[config.mk]
export PLATFORM = sky130hd
export DESIGN_NAME = ram_io_timer_chip_unit
export DESIGN_NICKNAME = d
export VERILOG_FILES = /design/src/design/riotc_pkg.sv /design/src/design/riotc_ram.sv /design/src/design/riotc_core.sv /design/src/design/ram_io_timer_chip_unit.sv
export SDC_FILE = /design/constraint.sdc
export NUM_CORES = 1
export LEC_CHECK = 0
export BUFFER_PORTS_ARGS = -buffer_cell sky130_fd_sc_hd__buf_2
export CAP_MARGIN = 10
export CORE_UTILIZATION = 60
export DETAILED_ROUTE_END_ITERATION = 10
export PLACE_DENSITY_LB_ADDON = 0.1
export SYNTH_ARGS = -nofsm -noshare
export SYNTH_HDL_FRONTEND = slang
export SYNTH_SLANG_ARGS = --single-unit
[constraint.sdc]
create_clock -name clock -period 7.9 [get_ports clock]
set_clock_uncertainty 0.2 [all_clocks]
set_input_delay 1.58 -clock clock [delete_from_list [all_inputs] [get_ports clock]]
set_output_delay 1.58 -clock clock [all_outputs]
set_load 0.01 [all_outputs]
[src/design/riotc_pkg.sv]
// Shared types, codes and helpers for the RAM/IO/timer chip.
`default_nettype none
package riotc_pkg;

   localparam int unsigned RAM_DEPTH_DEFAULT = 128;

   // request kinds
   localparam logic [1:0] REQ_TICK  = 2'd0;
   localparam logic [1:0] REQ_READ  = 2'd1;
   localparam logic [1:0] REQ_WRITE = 2'd2;

   // address decode bits
   localparam int unsigned SEL_IO_BIT       = 9;
   localparam int unsigned SEL_INTERVAL_BIT = 4;
   localparam int unsigned SEL_IRQ_BIT      = 3;
   localparam int unsigned SEL_TIMER_BIT    = 2;
   localparam int unsigned SEL_STATUS_BIT   = 0;

   // port register select, address bits 1..0
   localparam logic [1:0] PORT_A_DATA = 2'd0;
   localparam logic [1:0] PORT_A_DIR  = 2'd1;
   localparam logic [1:0] PORT_B_DATA = 2'd2;
   localparam logic [1:0] PORT_B_DIR  = 2'd3;

   localparam logic [7:0] TIMER_RESET  = 8'h77;
   localparam logic [1:0] DIVIDE_RESET = 2'd3;

   typedef struct packed {
      logic [1:0] kind;
      logic [9:0] addr;
      logic [7:0] data;
      logic [7:0] pa;
      logic [7:0] pb;
   } req_item_type;

   typedef struct packed {
      logic [7:0] read_data;
      logic [7:0] a_drive;
      logic [7:0] a_dir;
      logic [7:0] b_drive;
      logic [7:0] b_dir;
      logic       a_changed;
      logic       timer_flag;
      logic       edge_flag;
   } rsp_item_type;

   typedef struct packed {
      logic       en;
      logic [9:0] addr;
      logic [7:0] data;
   } ram_wr_type;

   function automatic logic [10:0] divisor(input logic [1:0] sel);
      logic [10:0] d;
      case (sel)
         2'd0:    d = 11'd1;
         2'd1:    d = 11'd8;
         2'd2:    d = 11'd64;
         default: d = 11'd1024;
      endcase
      return d;
   endfunction

   // addr modulo depth by binary-weighted subtraction; depth >= 64 keeps addr < 16*depth
   function automatic logic [9:0] ram_index(input logic [9:0] addr, input int unsigned depth);
      logic [11:0] r;
      logic [11:0] step;
      r = {2'b00, addr};
      for (int k = 3; k >= 0; k--) begin
         step = 12'(depth << k);
         if (r >= step) r = r - step;
      end
      return r[9:0];
   endfunction

endpackage
`default_nettype wire

[src/design/riotc_ram.sv]
// Scratch RAM with per-entry valid bits and write-to-read bypass.
`default_nettype none
module riotc_ram #(
   parameter int unsigned RAM_DEPTH = riotc_pkg::RAM_DEPTH_DEFAULT
) (
   input  wire logic                   clock,
   input  wire logic                   reset,
   input  wire logic                   rd_en,
   input  wire logic [9:0]             rd_addr,
   input  wire riotc_pkg::ram_wr_type  wr,
   output logic [7:0]                  rd_data
);
   import riotc_pkg::*;

   localparam int unsigned IDX_W = $clog2(RAM_DEPTH);

   logic [7:0]           mem [RAM_DEPTH];
   logic [RAM_DEPTH-1:0] vld_ff;
   logic [7:0]           mem_q_ff;
   logic                 q_vld_ff;
   logic                 byp_ff;
   logic [7:0]           byp_data_ff;
   logic [9:0]           rd_full;
   logic [9:0]           wr_full;
   logic [IDX_W-1:0]     rd_idx;
   logic [IDX_W-1:0]     wr_idx;

   assign rd_full = ram_index(rd_addr, RAM_DEPTH);
   assign wr_full = ram_index(wr.addr, RAM_DEPTH);
   assign rd_idx  = rd_full[IDX_W-1:0];
   assign wr_idx  = wr_full[IDX_W-1:0];

   always_ff @(posedge clock) begin
      if (wr.en) mem[wr_idx] <= wr.data;
      if (rd_en) begin
         mem_q_ff    <= mem[rd_idx];
         byp_data_ff <= wr.data;
      end
   end

   // entries never written read as zero
   always_ff @(posedge clock) begin
      if (reset) begin
         vld_ff   <= '0;
         q_vld_ff <= 1'b0;
         byp_ff   <= 1'b0;
      end else begin
         if (wr.en) vld_ff[wr_idx] <= 1'b1;
         if (rd_en) begin
            q_vld_ff <= vld_ff[rd_idx];
            byp_ff   <= wr.en && (wr_idx == rd_idx);
         end
      end
   end

   assign rd_data = byp_ff ? byp_data_ff : (q_vld_ff ? mem_q_ff : 8'h00);

   wr_sets_valid: assert property (@(posedge clock) disable iff (reset)
      wr.en |=> vld_ff[$past(wr_idx)])
      else $error("written RAM entry not marked valid");

endmodule
`default_nettype wire

[src/design/riotc_core.sv]
// Port, timer and edge-detect registers with their per-transaction update.
`default_nettype none
module riotc_core (
   input  wire logic                    clock,
   input  wire logic                    reset,
   input  wire logic                    commit,
   input  wire riotc_pkg::req_item_type item,
   input  wire logic [7:0]              ram_rd_data,
   output riotc_pkg::ram_wr_type        ram_wr,
   output riotc_pkg::rsp_item_type      result
);
   import riotc_pkg::*;

   logic [7:0] a_out_ff, a_out_in, a_dir_ff, a_dir_in;
   logic [7:0] b_out_ff, b_out_in, b_dir_ff, b_dir_in;
   logic [7:0] cnt_ff, cnt_in;
   logic [1:0] div_sel_ff, div_sel_in;
   logic [9:0] phase_ff, phase_in;
   logic       uf_ff, uf_in, wrapped_ff, wrapped_in;
   logic       cirq_ff, cirq_in, rising_ff, rising_in;
   logic       eirq_ff, eirq_in, edge_ff, edge_in, last_b7_ff, last_b7_in;

   logic [7:0]  rd;
   logic        changed;
   logic [10:0] div_cur;
   logic [10:0] div_new;
   logic [10:0] phase_inc;
   logic [7:0]  cnt_dec;

   always_comb begin
      a_out_in   = a_out_ff;
      a_dir_in   = a_dir_ff;
      b_out_in   = b_out_ff;
      b_dir_in   = b_dir_ff;
      cnt_in     = cnt_ff;
      div_sel_in = div_sel_ff;
      phase_in   = phase_ff;
      uf_in      = uf_ff;
      wrapped_in = wrapped_ff;
      cirq_in    = cirq_ff;
      rising_in  = rising_ff;
      eirq_in    = eirq_ff;
      edge_in    = edge_ff;
      last_b7_in = last_b7_ff;
      rd         = 8'h00;
      changed    = 1'b0;
      ram_wr     = '0;
      div_cur    = divisor(div_sel_ff);
      div_new    = divisor(item.addr[1:0]);
      phase_inc  = {1'b0, phase_ff} + 11'd1;
      cnt_dec    = cnt_ff - 8'd1;

      unique case (item.kind)
         REQ_TICK: begin
            if (item.pa[7] != last_b7_ff) begin
               if (item.pa[7] == rising_ff) edge_in = 1'b1;
               last_b7_in = item.pa[7];
            end
            wrapped_in = 1'b0;
            phase_in   = (phase_inc >= div_cur) ? 10'd0 : phase_inc[9:0];
            if (uf_ff) begin
               cnt_in = cnt_dec;
               if (cnt_dec == 8'hFF) wrapped_in = 1'b1;
            end else if (phase_in == 10'd0) begin
               if (cnt_ff == 8'h00) begin
                  uf_in      = 1'b1;
                  wrapped_in = 1'b1;
               end
               cnt_in = cnt_dec;
            end
         end
         REQ_READ: begin
            if (!item.addr[SEL_IO_BIT]) begin
               rd = ram_rd_data;
            end else if (!item.addr[SEL_TIMER_BIT]) begin
               unique case (item.addr[1:0])
                  PORT_A_DATA: rd = (a_out_ff & a_dir_ff) | (item.pa & ~a_dir_ff);
                  PORT_A_DIR:  rd = a_dir_ff;
                  PORT_B_DATA: rd = (b_out_ff & b_dir_ff) | (item.pb & ~b_dir_ff);
                  default:     rd = b_dir_ff;
               endcase
            end else if (item.addr[SEL_STATUS_BIT]) begin
               rd      = {uf_ff, edge_ff, 6'b000000};
               edge_in = 1'b0;
            end else begin
               // a wrap on the previous tick keeps the flag set
               if (!wrapped_ff) uf_in = 1'b0;
               rd = cnt_ff;
            end
         end
         REQ_WRITE: begin
            if (!item.addr[SEL_IO_BIT]) begin
               ram_wr.en   = commit;
               ram_wr.addr = item.addr;
               ram_wr.data = item.data;
            end else if (!item.addr[SEL_TIMER_BIT]) begin
               unique case (item.addr[1:0])
                  PORT_A_DATA: begin
                     a_out_in = item.data;
                     changed  = 1'b1;
                  end
                  PORT_A_DIR: begin
                     a_dir_in = item.data;
                     changed  = 1'b1;
                  end
                  PORT_B_DATA: b_out_in = item.data;
                  default:     b_dir_in = item.data;
               endcase
            end else if (item.addr[SEL_INTERVAL_BIT]) begin
               div_sel_in = item.addr[1:0];
               phase_in   = 10'(div_new - 11'd1);
               cnt_in     = item.data;
               uf_in      = 1'b0;
               cirq_in    = item.addr[SEL_IRQ_BIT];
            end else begin
               rising_in = item.addr[0];
               eirq_in   = item.addr[SEL_IRQ_BIT];
            end
         end
         default: ;
      endcase
   end

   always_ff @(posedge clock) begin
      if (reset) begin
         a_out_ff   <= 8'h00;
         a_dir_ff   <= 8'h00;
         b_out_ff   <= 8'h00;
         b_dir_ff   <= 8'h00;
         cnt_ff     <= TIMER_RESET;
         div_sel_ff <= DIVIDE_RESET;
         phase_ff   <= 10'd0;
         uf_ff      <= 1'b0;
         wrapped_ff <= 1'b0;
         cirq_ff    <= 1'b0;
         rising_ff  <= 1'b0;
         eirq_ff    <= 1'b0;
         edge_ff    <= 1'b0;
         last_b7_ff <= 1'b1;
      end else if (commit) begin
         a_out_ff   <= a_out_in;
         a_dir_ff   <= a_dir_in;
         b_out_ff   <= b_out_in;
         b_dir_ff   <= b_dir_in;
         cnt_ff     <= cnt_in;
         div_sel_ff <= div_sel_in;
         phase_ff   <= phase_in;
         uf_ff      <= uf_in;
         wrapped_ff <= wrapped_in;
         cirq_ff    <= cirq_in;
         rising_ff  <= rising_in;
         eirq_ff    <= eirq_in;
         edge_ff    <= edge_in;
         last_b7_ff <= last_b7_in;
      end
   end

   always_comb begin
      result.read_data  = rd;
      result.a_drive    = a_out_in;
      result.a_dir      = a_dir_in;
      result.b_drive    = b_out_in;
      result.b_dir      = b_dir_in;
      result.a_changed  = changed;
      result.timer_flag = uf_in;
      result.edge_flag  = edge_in;
   end

   phase_in_range: assert property (@(posedge clock) disable iff (reset)
      {1'b0, phase_ff} < divisor(div_sel_ff))
      else $error("prescaler phase outside divisor");

endmodule
`default_nettype wire

[src/design/ram_io_timer_chip_unit.sv]
// Top level of the RAM/IO/timer chip: handshake, input stage and result register.
// Usage:
//   Request channel (req_*): one transaction per request, timer tick, bus read or bus write,
//   with the port A and port B pin levels sampled alongside it.
//   Result channel (rsp_*): one result per request, in order: read data plus
//   the port registers, the port A change strobe and both status flags.
// Result path: an accepted request passes through the input stage, which also
//   issues the RAM read, then the result register, which drives rsp_valid.
// Throughput: one transaction per cycle unless rsp_stall holds a result; the RAM
//   is written when a transaction leaves the input stage and a same-address read
//   in the following request is bypassed, so there is no bubble.
// Reset: ports and flags clear, timer 0x77 at divide by 1024; RAM entries read
//   as zero until written (per-entry valid bits, no clearing pass).
// Stall: when rsp_stall holds a pending result, the input stage keeps its
//   transaction and req_stall rises once that stage is full; nothing is lost.
`default_nettype none
module ram_io_timer_chip_unit #(
   parameter int unsigned RAM_DEPTH = riotc_pkg::RAM_DEPTH_DEFAULT
) (
   input  wire logic       clock,
   input  wire logic       reset,
   input  wire logic       req_valid,
   output logic            req_stall,
   input  wire logic [1:0] req_type,
   input  wire logic [9:0] req_bus_addr,
   input  wire logic [7:0] req_write_data,
   input  wire logic [7:0] req_port_a_pins,
   input  wire logic [7:0] req_port_b_pins,
   output logic            rsp_valid,
   input  wire logic       rsp_stall,
   output logic [7:0]      rsp_read_data,
   output logic [7:0]      rsp_port_a_drive,
   output logic [7:0]      rsp_port_a_dir,
   output logic [7:0]      rsp_port_b_drive,
   output logic [7:0]      rsp_port_b_dir,
   output logic            rsp_port_a_changed,
   output logic            rsp_timer_flag,
   output logic            rsp_edge_flag_out
);
   import riotc_pkg::*;

   logic         s1_valid_ff;
   req_item_type s1_item_ff;
   logic         rsp_valid_ff;
   rsp_item_type rsp_ff;
   logic         advance;
   logic         req_accept;
   ram_wr_type   ram_wr;
   logic [7:0]   ram_rd_data;
   rsp_item_type result;

   assign advance    = s1_valid_ff && (!rsp_valid_ff || !rsp_stall);
   assign req_stall  = s1_valid_ff && !advance;
   assign req_accept = req_valid && !req_stall;

   always_ff @(posedge clock) begin
      if (reset) begin
         s1_valid_ff  <= 1'b0;
         rsp_valid_ff <= 1'b0;
      end else begin
         if (req_accept)   s1_valid_ff <= 1'b1;
         else if (advance) s1_valid_ff <= 1'b0;
         if (advance)        rsp_valid_ff <= 1'b1;
         else if (!rsp_stall) rsp_valid_ff <= 1'b0;
      end
   end

   always_ff @(posedge clock) begin
      if (req_accept) begin
         s1_item_ff.kind <= req_type;
         s1_item_ff.addr <= req_bus_addr;
         s1_item_ff.data <= req_write_data;
         s1_item_ff.pa   <= req_port_a_pins;
         s1_item_ff.pb   <= req_port_b_pins;
      end
      if (advance) rsp_ff <= result;
   end

   riotc_ram #(
      .RAM_DEPTH (RAM_DEPTH)
   ) u_ram (
      .clock   (clock),
      .reset   (reset),
      .rd_en   (req_accept),
      .rd_addr (req_bus_addr),
      .wr      (ram_wr),
      .rd_data (ram_rd_data)
   );

   riotc_core u_core (
      .clock       (clock),
      .reset       (reset),
      .commit      (advance),
      .item        (s1_item_ff),
      .ram_rd_data (ram_rd_data),
      .ram_wr      (ram_wr),
      .result      (result)
   );

   assign rsp_valid          = rsp_valid_ff;
   assign rsp_read_data      = rsp_ff.read_data;
   assign rsp_port_a_drive   = rsp_ff.a_drive;
   assign rsp_port_a_dir     = rsp_ff.a_dir;
   assign rsp_port_b_drive   = rsp_ff.b_drive;
   assign rsp_port_b_dir     = rsp_ff.b_dir;
   assign rsp_port_a_changed = rsp_ff.a_changed;
   assign rsp_timer_flag     = rsp_ff.timer_flag;
   assign rsp_edge_flag_out  = rsp_ff.edge_flag;

   stall_needs_full_stage: assert property (@(posedge clock) disable iff (reset)
      req_stall |-> s1_valid_ff)
      else $error("request stalled with empty input stage");

   accept_fills_stage: assert property (@(posedge clock) disable iff (reset)
      req_accept |=> s1_valid_ff)
      else $error("accepted transaction missing from input stage");

   advance_gives_result: assert property (@(posedge clock) disable iff (reset)
      advance |=> rsp_valid_ff)
      else $error("transaction left input stage without a result");

   ram_write_only_on_advance: assert property (@(posedge clock) disable iff (reset)
      ram_wr.en |-> advance)
      else $error("RAM written outside a commit");

endmodule
`default_nettype wire

# Word-level counts from Yosys, hierarchy flattened

Memories as Yosys holds them, arrays and structs flattened. A register that Yosys moved wholly into a read port is not among the register bits.
Cells that the tools add are included.

Input bits: 40
RAM bits: 1,024
Logic and storage cells: 177
Memories kept: 1
Flip-flop bits (word level): 276

Memory list:

| memory    | depth | width | read ports | clocked after Yosys merged registers in | wr ports | line            | RTL |
|---|---|---|---|---|---|---|---|
| u_ram.mem | 128   | 8     | 1          | 1                                       | 1        | riotc_ram.sv:17 | `logic [7:0] mem [RAM_DEPTH];` |

$add $sub $neg: 9
Bitwise gates (word level): 12
Order comparisons: 10
Equality and inequality tests: 15
Reductions and logical operators: 26
Muxes and demuxes: 73

Operators by type and width:

| operator               | count |
|---|---|
| $mux 8                 | 26 |
| $or 128x128->128       | 1 |
| $mux 12                | 4 |
| $mux 10                | 4 |
| $mux 19                | 2 |
| $pmux 11 s3            | 1 |
| $and 8x8->8            | 4 |
| $mux 1                 | 26 |
| $ge 12x8->1 const B    | 2 |
| $ge 12x9->1 const B    | 2 |
| $pmux 8 s3             | 1 |
| $sub 12x9->12 const B  | 2 |
| $sub 10x10->11 const B | 2 |
| $pmux 7 s3             | 1 |
| $ge 10x10->1 const B   | 2 |
| $pmux 10 s2            | 1 |
| $lt 7x8->1 const B     | 2 |
| $not 8->8              | 2 |
| $or 8x8->8             | 2 |
| $pmux 8 s2             | 1 |
| $reduce_and 5->1       | 3 |
| $mux 7                 | 2 |
| $sub 7x1->7 const B    | 2 |
| $add 10x1->11 const B  | 1 |
| other kinds (30)       | 49 |

# Longest topological paths before layout

Gate-level depths: netlist of run 1.

Depth in word-level cells: 16
Gate-level depth with buffers: 13
Mapped depth without buffers: 12

# Modules after synthesis

From an unflattened synthesis of run 1, not the netlist that was laid out.

Cell total of the unflattened synthesis: 2,817
Area total of the unflattened synthesis: 51,515.7 µm²

Modules (own cells, without submodules):

| module                 | cells each | area each (µm²) | instances |
|---|---|---|---|
| riotc_ram              | 2,184      | 44,904.3        | 1 |
| riotc_core             | 544        | 4,152.7         | 1 |
| ram_io_timer_chip_unit | 89         | 2,458.6         | 1 |

# Least setup slack after synthesis of run 1

Ideal clock, no wire load.

Kind: input port to flip-flop
From: in rsp_stall
To: reg u_ram.q_vld_ff
Slack: 3,899 ps
Arrival time: 3,676 ps
Cell stages on the path: 7
Data required time: 7,575 ps
Path buffers: 0
Cell sequence: and3_1 > nand2b_1 > inv_1 > nand3_1 > a311oi_1 > nor4_1 > nor4b_1

Cells in the longest elaborated chain, start to end: 7

Ends and longest elaborated chain:

| what                 | line                         | RTL |
|---|---|---|
| from (decl)          | ram_io_timer_chip_unit.sv:30 | `input wire logic rsp_stall,` |
| $logic_not 1->1      | -                            |  |
| $logic_or 1x1->1     | ram_io_timer_chip_unit.sv:52 | `assign advance = s1_valid_ff && (!rsp_valid_ff \|\| !rsp_stall);` |
| $logic_and 1x1->1    | ram_io_timer_chip_unit.sv:52 |  |
| $logic_not 1->1      | ram_io_timer_chip_unit.sv:53 | `assign req_stall = s1_valid_ff && !advance;` |
| $logic_and 1x1->1    | ram_io_timer_chip_unit.sv:53 |  |
| $logic_not 1->1      | ram_io_timer_chip_unit.sv:54 | `assign req_accept = req_valid && !req_stall;` |
| $logic_and 1x1->1    | ram_io_timer_chip_unit.sv:54 |  |
| via req_accept       | ram_io_timer_chip_unit.sv:47 | `logic req_accept;` |
| to (signal assigned) | riotc_ram.sv:50              | `q_vld_ff <= vld_ff[rd_idx];` |
| to (decl)            | riotc_ram.sv:20              | `logic q_vld_ff;` |

The timed path passes the listed nets, and every way through them passes these cells.
A chain may end at the register's enable or synchronous reset.

# Worst setup path in the final report of run 1

From: in rsp_stall
To: mem u_ram.mem[91][3], enable pin

Cells in the longest elaborated chain, start to end: 7

Ends and longest elaborated chain:

| what                         | line                         | RTL |
|---|---|---|
| $logic_not 1->1              | -                            |  |
| $logic_or 1x1->1             | ram_io_timer_chip_unit.sv:52 |  |
| $logic_and 1x1->1            | ram_io_timer_chip_unit.sv:52 |  |
| $mux 19                      | riotc_core.sv:92             | `if (!item.addr[SEL_IO_BIT]) begin` |
| $mux 19                      | riotc_core.sv:53             | `unique case (item.kind)` |
| $mux 1                       | riotc_ram.sv:34              | `if (wr.en) mem[wr_idx] <= wr.data;` |
| $mux 1 (implied by the code) | riotc_ram.sv:34              |  |
| to (decl)                    | riotc_ram.sv:17              |  |

No other way between the ends.

==> results of run 1 <==
[placed cells by master, fill, tap and decap left out, types with 31 or more instances in the layout]
cell       count
edfxtp_1    1117
nor2_1       498
mux4_2       341
dfxtp_1      189
clkbuf_16    135
nand2_1      101
buf_2         78
mux2i_1       53
clkbuf_1      41
a21oi_1       37
nand3_1       35
o21ai_0       34
mux2_2        33
a31oi_1       33
buf_4         31
[kinds of logic (layout without fill, tap and decap cells)]
group,count (synthesis),after routing
muxes,427,427
buffers and inverters,180,376
AOI/OAI and AO/OA,195,195
and+or+nand+nor,754,754
xor gates and xnor gates,5,5
DFF,1306,1306
adders and majority gates,7,7
[worst min path at each step]
| stage | endpoint | slack, ns | cells past startpoint |
|---|---|---|---|
| 2_1_floorplan | u_ram.vld_ff[102]$_SDFFE_PP0P_ | 0.23 | 2 |
| 5_1_grt | u_ram.vld_ff[106]$_SDFFE_PP0P_ | 0.29 | 2 |
| 3_5_place_dp | u_ram.vld_ff[102]$_SDFFE_PP0P_ | 0.25 | 2 |
| 6_report | u_ram.vld_ff[78]$_SDFFE_PP0P_ | 0.27 | 2 |
| 3_3_place_gp | u_ram.vld_ff[31]$_SDFFE_PP0P_ | 0.24 | 2 |
| 4_1_cts | u_ram.vld_ff[26]$_SDFFE_PP0P_ | 0.27 | 2 |
[power by group through the flow]
stage | combinational [mW] | clock, mW | sequential (mW)
final | 0.512 | 6.05 | 7.49
after global routing | 0.544 | 6.41 | 7.49
after CTS | 0.515 | 6.14 | 7.49
after detailed placement | 0.514 | 0 | 7.64
after global placement | 0.506 | 0 | 7.64
after floorplan | 0.351 | 0 | 7.63
[critical path, stage by stage]
cell and delay [ns]:
buf_2 0.11, a21bo_2 0.41, nor3_1 0.50, nand3_2 0.79, nor2_1 1.09
[sequential cells by signal, summed over array words and instances (netlist names), 10 cells and up]
register,count
u_ram.mem,1024
u_ram.vld_ff,128
u_core.phase_ff,10
s1_item_ff,34
[final cells by class]
cell class / instances / area share (%)
Clock buffer: 188 / 6.48
Timing Repair Buffer: 119 / 1.39
Clock inverter: 54 / 0.897
Multi-Input combinational cell: 1388 / 23.2
Inverter: 15 / 0.103
Tap cell: 1134 / 2.49
Sequential cell: 1306 / 65.4
[routing by layer]
metal  routed length [um]  global-route usage, %  share of wire [%]
met1                47900                   40.8                 41
met2                55900                   43.2                 48
met3                10100                   4.77                8.6
met4                 3360                   8.51                2.9
met5                   13                      0              0.011
[per-stage QoR]
| stage | instances | setup slack (ns) | area (um^2) | util, % |
|---|---|---|---|---|
| after floorplan | 2874 | 3.90 | 51300 | - |
| after global placement | 3961 | 2.72 | 52800 | 62.7 |
| after detailed placement | 3961 | 2.75 | 52800 | 62.7 |
| after CTS | 4203 | 3.50 | 57100 | 67.7 |
| after global routing | 4204 | 3.36 | 57100 | 67.8 |
| final | 4204 | 3.48 | 57100 | 67.8 |
==> impl_metrics.ini, run 1 <==
[critical_path]
criticalPathCategory = input port to register
crit_path_end = u_ram.mem[91][3]$_DFFE_PP_
cp_max_fo = 24
reg2reg_depth = 4
r2r_slack_ns = 3.61
crit_arrival_ns = 4.53
r2r-start = s1_item_ff[33]$_DFFE_PP_
cp-end-kind = register
cp.required_ns = 8.02
rr_endpoint = u_ram.mem[91][3]$_DFFE_PP_
startpoint = rsp_stall
critical_path.startpoint_type = input port

[cts]
cts_setup_buffers = 0
clk_latency_ns = 0.71
htree_levels = 4
ctsRootBufferMaster = clkbuf_16
clkSinkCount = 1306
cts_buffer_depth = 3
cts_tree = built
cts.clk_slew.worst_paths_ns = 0.06
hold_buffers = 0
numCtsBuffers = 133
post_cts_resized = 0

[logic_synthesis]
syn_area_per_cell_um2 = 17.9
synthTopCellsByCount = 1117 x edfxtp_1, 498 x nor2_1, 341 x mux4_2
ys_top_cells_by_area = edfxtp_1 65%, mux4_2 15%, dfxtp_1 7.4%
synth_enable_flop_cells = 1117
syn_area_um2 = 51300
syn_nets = 2921
ys_seq_area_share_pct = 72.7
synth_ff_type = edfxtp_1
synth_xor_area_share_pct = 0.0853
post_synth_num_cell_types = 62
synth-simple-area-share_pct = 6.17
syn_inst = 2874
synth_most_common_cell = edfxtp_1
yosys.area.top_type = edfxtp_1
synth_fa_ha_area_share_pct = 0.171
synth_warnings = 0
synth_seq_cells = 1306
synth_top_family_by_area = multiplexers
synth.area.mux_share_pct = 16.7
synthArstFlopShare_pct = 0
netlist.area_leader.share_pct = 65.3
synth_compound_area_share_pct = 2.60

[power]
power_mw = 14.1
swShare_pct = 20.6
peakVddDrop_mv = 0.198
p_switching_mw = 2.90
clkPwrFrac_pct = 43.1
seq_power_share_pct = 53.3
p_int_mw = 11.2
p_per_area_nw_per_um2 = 246
p_leak_nw = 20.5
share_comb_of_total_power_pct = 3.6

[sta]
max_freq_ghz = 0.226
hold_ws_ns = 0.265
rsz0062_at_grt = no
fin_crit_ns = 4.42
timing.slew.headroom_pct = 25.4
finalHoldViolations = 0
drv_slew = 0
tightest_slew_ns = 1.11
fin_setup_tns_ns = 0
finalSetupViolations = 0
layout_worst_path_cycle_share_pct = 55.9

[route]
drt_iter0_drc = 3259
vias = 27300
dr.pass1.iters = 9
drt-total-wl_um = 117000
route.detailed.drc = 0
antenna_left = 0
wl_per_cell_um = 27.9
viasPerCell = 6.48

[layout]
drive_gt1_share_pct = 23.0
num-fill-cells = 5428
seq_area_um2 = 37300
synthToLayoutAreaGrowth_pct = 11.2
nNetsFinal = 3010
num_antenna_cells = 0
multi_input_area_um2 = 13300

[floorplan]
dieHeight_um = 294
start_util_pct = 61.0
fp.coreArea_um2 = 84200
io_pins = 85
fp.dieW_um = 294
die-area_um2 = 86700
rows = 106

[placement]
hpwl_um = 69500
port_buffers = 82
gp_congestion = 0.908

[grt]
antenna_found_initial = 4
track_usage_pct = 27.8
first_global_vias = 27000
grt_max_degree = 106
grt_pass1_wl_um = 174000
gr-total-overflow = 0

[job]
drv_cap = 0

[min_path]
hold_class = register to register
min_from = u_ram.vld_ff[78]$_SDFFE_PP0P_

[status]
status = completed
No activity file was read; power rests on OpenSTA's default activity.
==> inputs of run 2 (changes only) <==
--- a/config.mk
+++ b/config.mk
@@ -5,9 +5,10 @@
 export SDC_FILE = /design/constraint.sdc
 export NUM_CORES = 1
 export LEC_CHECK = 0
+export ABC_AREA = 1
 export BUFFER_PORTS_ARGS = -buffer_cell sky130_fd_sc_hd__buf_2
 export CAP_MARGIN = 10
-export CORE_UTILIZATION = 60
+export CORE_UTILIZATION = 57
 export DETAILED_ROUTE_END_ITERATION = 10
 export PLACE_DENSITY_LB_ADDON = 0.1
 export SYNTH_ARGS = -nofsm -noshare
==> constraint.sdc (replaced) <==
create_clock -name clock -period 3.9 [get_ports clock]
set_clock_uncertainty 0.2 [all_clocks]
set_input_delay 0.78 -clock clock [delete_from_list [all_inputs] [get_ports clock]]
set_output_delay 0.78 -clock clock [all_outputs]
set_load 0.01 [all_outputs]
==> run 2 against run 1 <==
Effect of this change:
- area after synthesis increased by 2.2%
- cell count rose by 44%
- clock power rose by 110%
- wire length grew 20%
- largest power group unchanged
- setup slack worse by 2.8 ns
- global-route usage rose by 2.4 points
- combinational power rose to 3.4 times the previous value
- via count increased by 35%
- cell area up 5.4%
- total power grew 110%
==> impl_metrics.ini, run 2 <==
[logic_synthesis]
synth_ff_type = edfxtp_1
syn_inst = 4582
syn_area_per_cell_um2 = 11.4
netlist.area_leader.share_pct = 63.9
syn_nets = 4629
synth_enable_flop_cells = 1117
post_synth_num_cell_types = 46
synth_most_common_cell = nor2_1
syn_area_um2 = 52500
ys_seq_area_share_pct = 71.2
synthArstFlopShare_pct = 0
synth_seq_cells = 1306
synthTopCellsByCount = 1198 x nor2_1, 1117 x edfxtp_1, 805 x o21ai_0
synth_warnings = 0
ys_top_cells_by_area = edfxtp_1 64%, nor2_1 8.6%, o21ai_0 7.7%
yosys.area.top_type = edfxtp_1

[layout]
regMostFlops = u_ram.mem
final_cell_mix = 1189 x nor2_1, 1117 x edfxtp_1, 805 x o21ai_0, 291 x o22ai_1
seq_area_um2 = 37300
synthToLayoutAreaGrowth_pct = 14.6
drive_gt1_share_pct = 11.6
top_regs = u_ram.mem x1024, u_ram.vld_ff x128, s1_item_ff x34
nNetsFinal = 4826
largest_reg_flops = 1024
num-fill-cells = 6803
multi_input_area_um2 = 13300
num_antenna_cells = 0
final_common_cell = nor2_1

[sta]
finalHoldViolations = 0
layout_worst_path_cycle_share_pct = 82.0
fin_crit_ns = 3.20
tightest_slew_ns = 0.949
rsz0062_at_grt = no
max_freq_ghz = 0.313
drv_slew = 0
finalSetupViolations = 0
hold_ws_ns = 0.0368
timing.slew.headroom_pct = 36.5

[placement]
port_buffers = 82
gp_congestion = 0.880
hpwl_um = 83500

[cts]
cts_buffer_depth = 3
clk_latency_ns = 0.76
cts.clk_slew.worst_paths_ns = 0.06
clkSinkCount = 1306
numCtsBuffers = 136
htree_levels = 4
ctsRootBufferMaster = clkbuf_16
cts_tree = built
cts_setup_buffers = 0

[min_path]
hold_class = input port to register

[critical_path]
path_buf_inv = 1
max_stage_delay_ns = 0.42
critical-path-top-delay-family = simple AND/OR/NAND/NOR gates
cp-end-kind = register
crit_arrival_ns = 3.59
crit_top_cell = nand2_1
worstPathCellList = ha_1 > nand2_1 > inv_2 > nand4_1 > nor2_1 > ha_1 > nor2_1 > nand3_1 > nor2_1 > nand2_1 > nand2_2 > o41ai_1 > nand3_1 > nand2_1 > nand2_1 > nand2_1 > nand3_1
criticalPathCategory = register to register
slowest_stage = dfxtp_1
cp.required_ns = 4.29
critical_path.startpoint_type = register
cp_max_fo = 13

[floorplan]
die-area_um2 = 93300
fp.coreArea_um2 = 90600
start_util_pct = 57.9
rows = 110
io_pins = 85
fp.dieW_um = 305
dieHeight_um = 305

[grt]
first_global_vias = 34300
gr-total-overflow = 0
antenna_found_initial = 0
grt_max_degree = 127
grt_pass1_wl_um = 211000
track_usage_pct = 30.1

[power]
p_switching_mw = 6.54
swShare_pct = 22.1
seq_power_share_pct = 51.4
clkPwrFrac_pct = 42.8
p_leak_nw = 19.5
peakVddDrop_mv = 0.497
p_int_mw = 23.1
power_mw = 29.6
share_comb_of_total_power_pct = 5.8
p_per_area_nw_per_um2 = 493

[status]
status = completed

[job]
drv_cap = 0

[route]
drt-total-wl_um = 140000
drt_iter0_drc = 4117
wl_per_cell_um = 23.1
antenna_left = 0
viasPerCell = 6.06
dr.pass1.iters = 6
route.detailed.drc = 0
vias = 36700
-- run 2: cell types whose count changed after synthesis, moves of 33 or more --
cell	previous run	this run
o22ai_1	0	291
mux4_2	341	0
mux2i_1	53	0
nand2_1	104	224
o221ai_1	1	51
nand3_1	37	86
mux2_2	33	0
buf_2	33	76
o21ai_0	34	805
inv_1	12	129
nor2_1	498	1198
clkbuf_1	92	203
-- run 2: final cells by class --
cell class                 count  area share [%]
clock buffer                 200            6.44
clock inverter                50           0.805
inverter                     144           0.947
multi-input combinational   2827            22.2
sequential                  1306            62.1
tap                         1176            2.45
timing repair buffer         364            5.08
-- run 2: cells by family after synthesis --
group	after synthesis	share of synthesized area (%)
adders and majority gates	7	0.167
buffers and inverters	449	3.54
DFF	1306	71.2
xor gates and xnor gates	7	0.117
and+or+nand+nor	1553	11.6
AOI/OAI and AO/OA	1260	13.4
-- run 2: worst paths after layout --
check                                                     start                             to  slack [ns]  depth (start not counted)
worst max-delay path            u_core.phase_ff[0]$_SDFFE_PP0P_  u_core.cnt_ff[2]$_SDFFE_PP1P_        0.70                         17
worst min-delay path                         req_port_a_pins[1]        s1_item_ff[9]$_DFFE_PP_        0.04                          1
worst max register to register  u_core.phase_ff[0]$_SDFFE_PP0P_  u_core.cnt_ff[2]$_SDFFE_PP1P_        0.70                         17
worst min register to register    u_ram.vld_ff[33]$_SDFFE_PP0P_  u_ram.vld_ff[33]$_SDFFE_PP0P_        0.26                          2
-- run 2: power by group through the flow --
stage / sequential [mW] / clock, mW / combinational (mW)
after CTS: 15.2 / 12.8 / 1.71
final: 15.2 / 12.7 / 1.72
after global routing: 15.2 / 13.3 / 1.87
after global placement: 15.5 / 0 / 1.66
after detailed placement: 15.5 / 0 / 1.68
after floorplan: 15.5 / 0 / 0.997
-- run 2: metrics by stage --
step | instances | instance area, um^2 | setup TNS (ns) | utilization, % | setup slack, ns
final | 6067 | 60100 | 0 | 66.4 | 0.703
after detailed placement | 5793 | 55500 | 0 | 61.3 | 0.348
after floorplan | 4582 | 52500 | -994.27 | - | -0.963
after CTS | 6067 | 60100 | 0 | 66.4 | 0.784
after global routing | 6067 | 60100 | 0 | 66.4 | 0.500
after global placement | 5793 | 55500 | 0 | 61.3 | 0.373
-- run 2: repair_timing --
item	CTS	global route
endpoints found under the hold margin	24	0
hold buffers	24	0
resized for setup	0	0
-- run 2: layer usage --
metal,up-vias,part of all wire (%),global-route usage [%]
li1,16900,-,-
met1,17800,41,42.6
met2,1769,46,46.1
met3,271,9.9,6.18
met4,0,3.7,12.0
met5,-,0,0
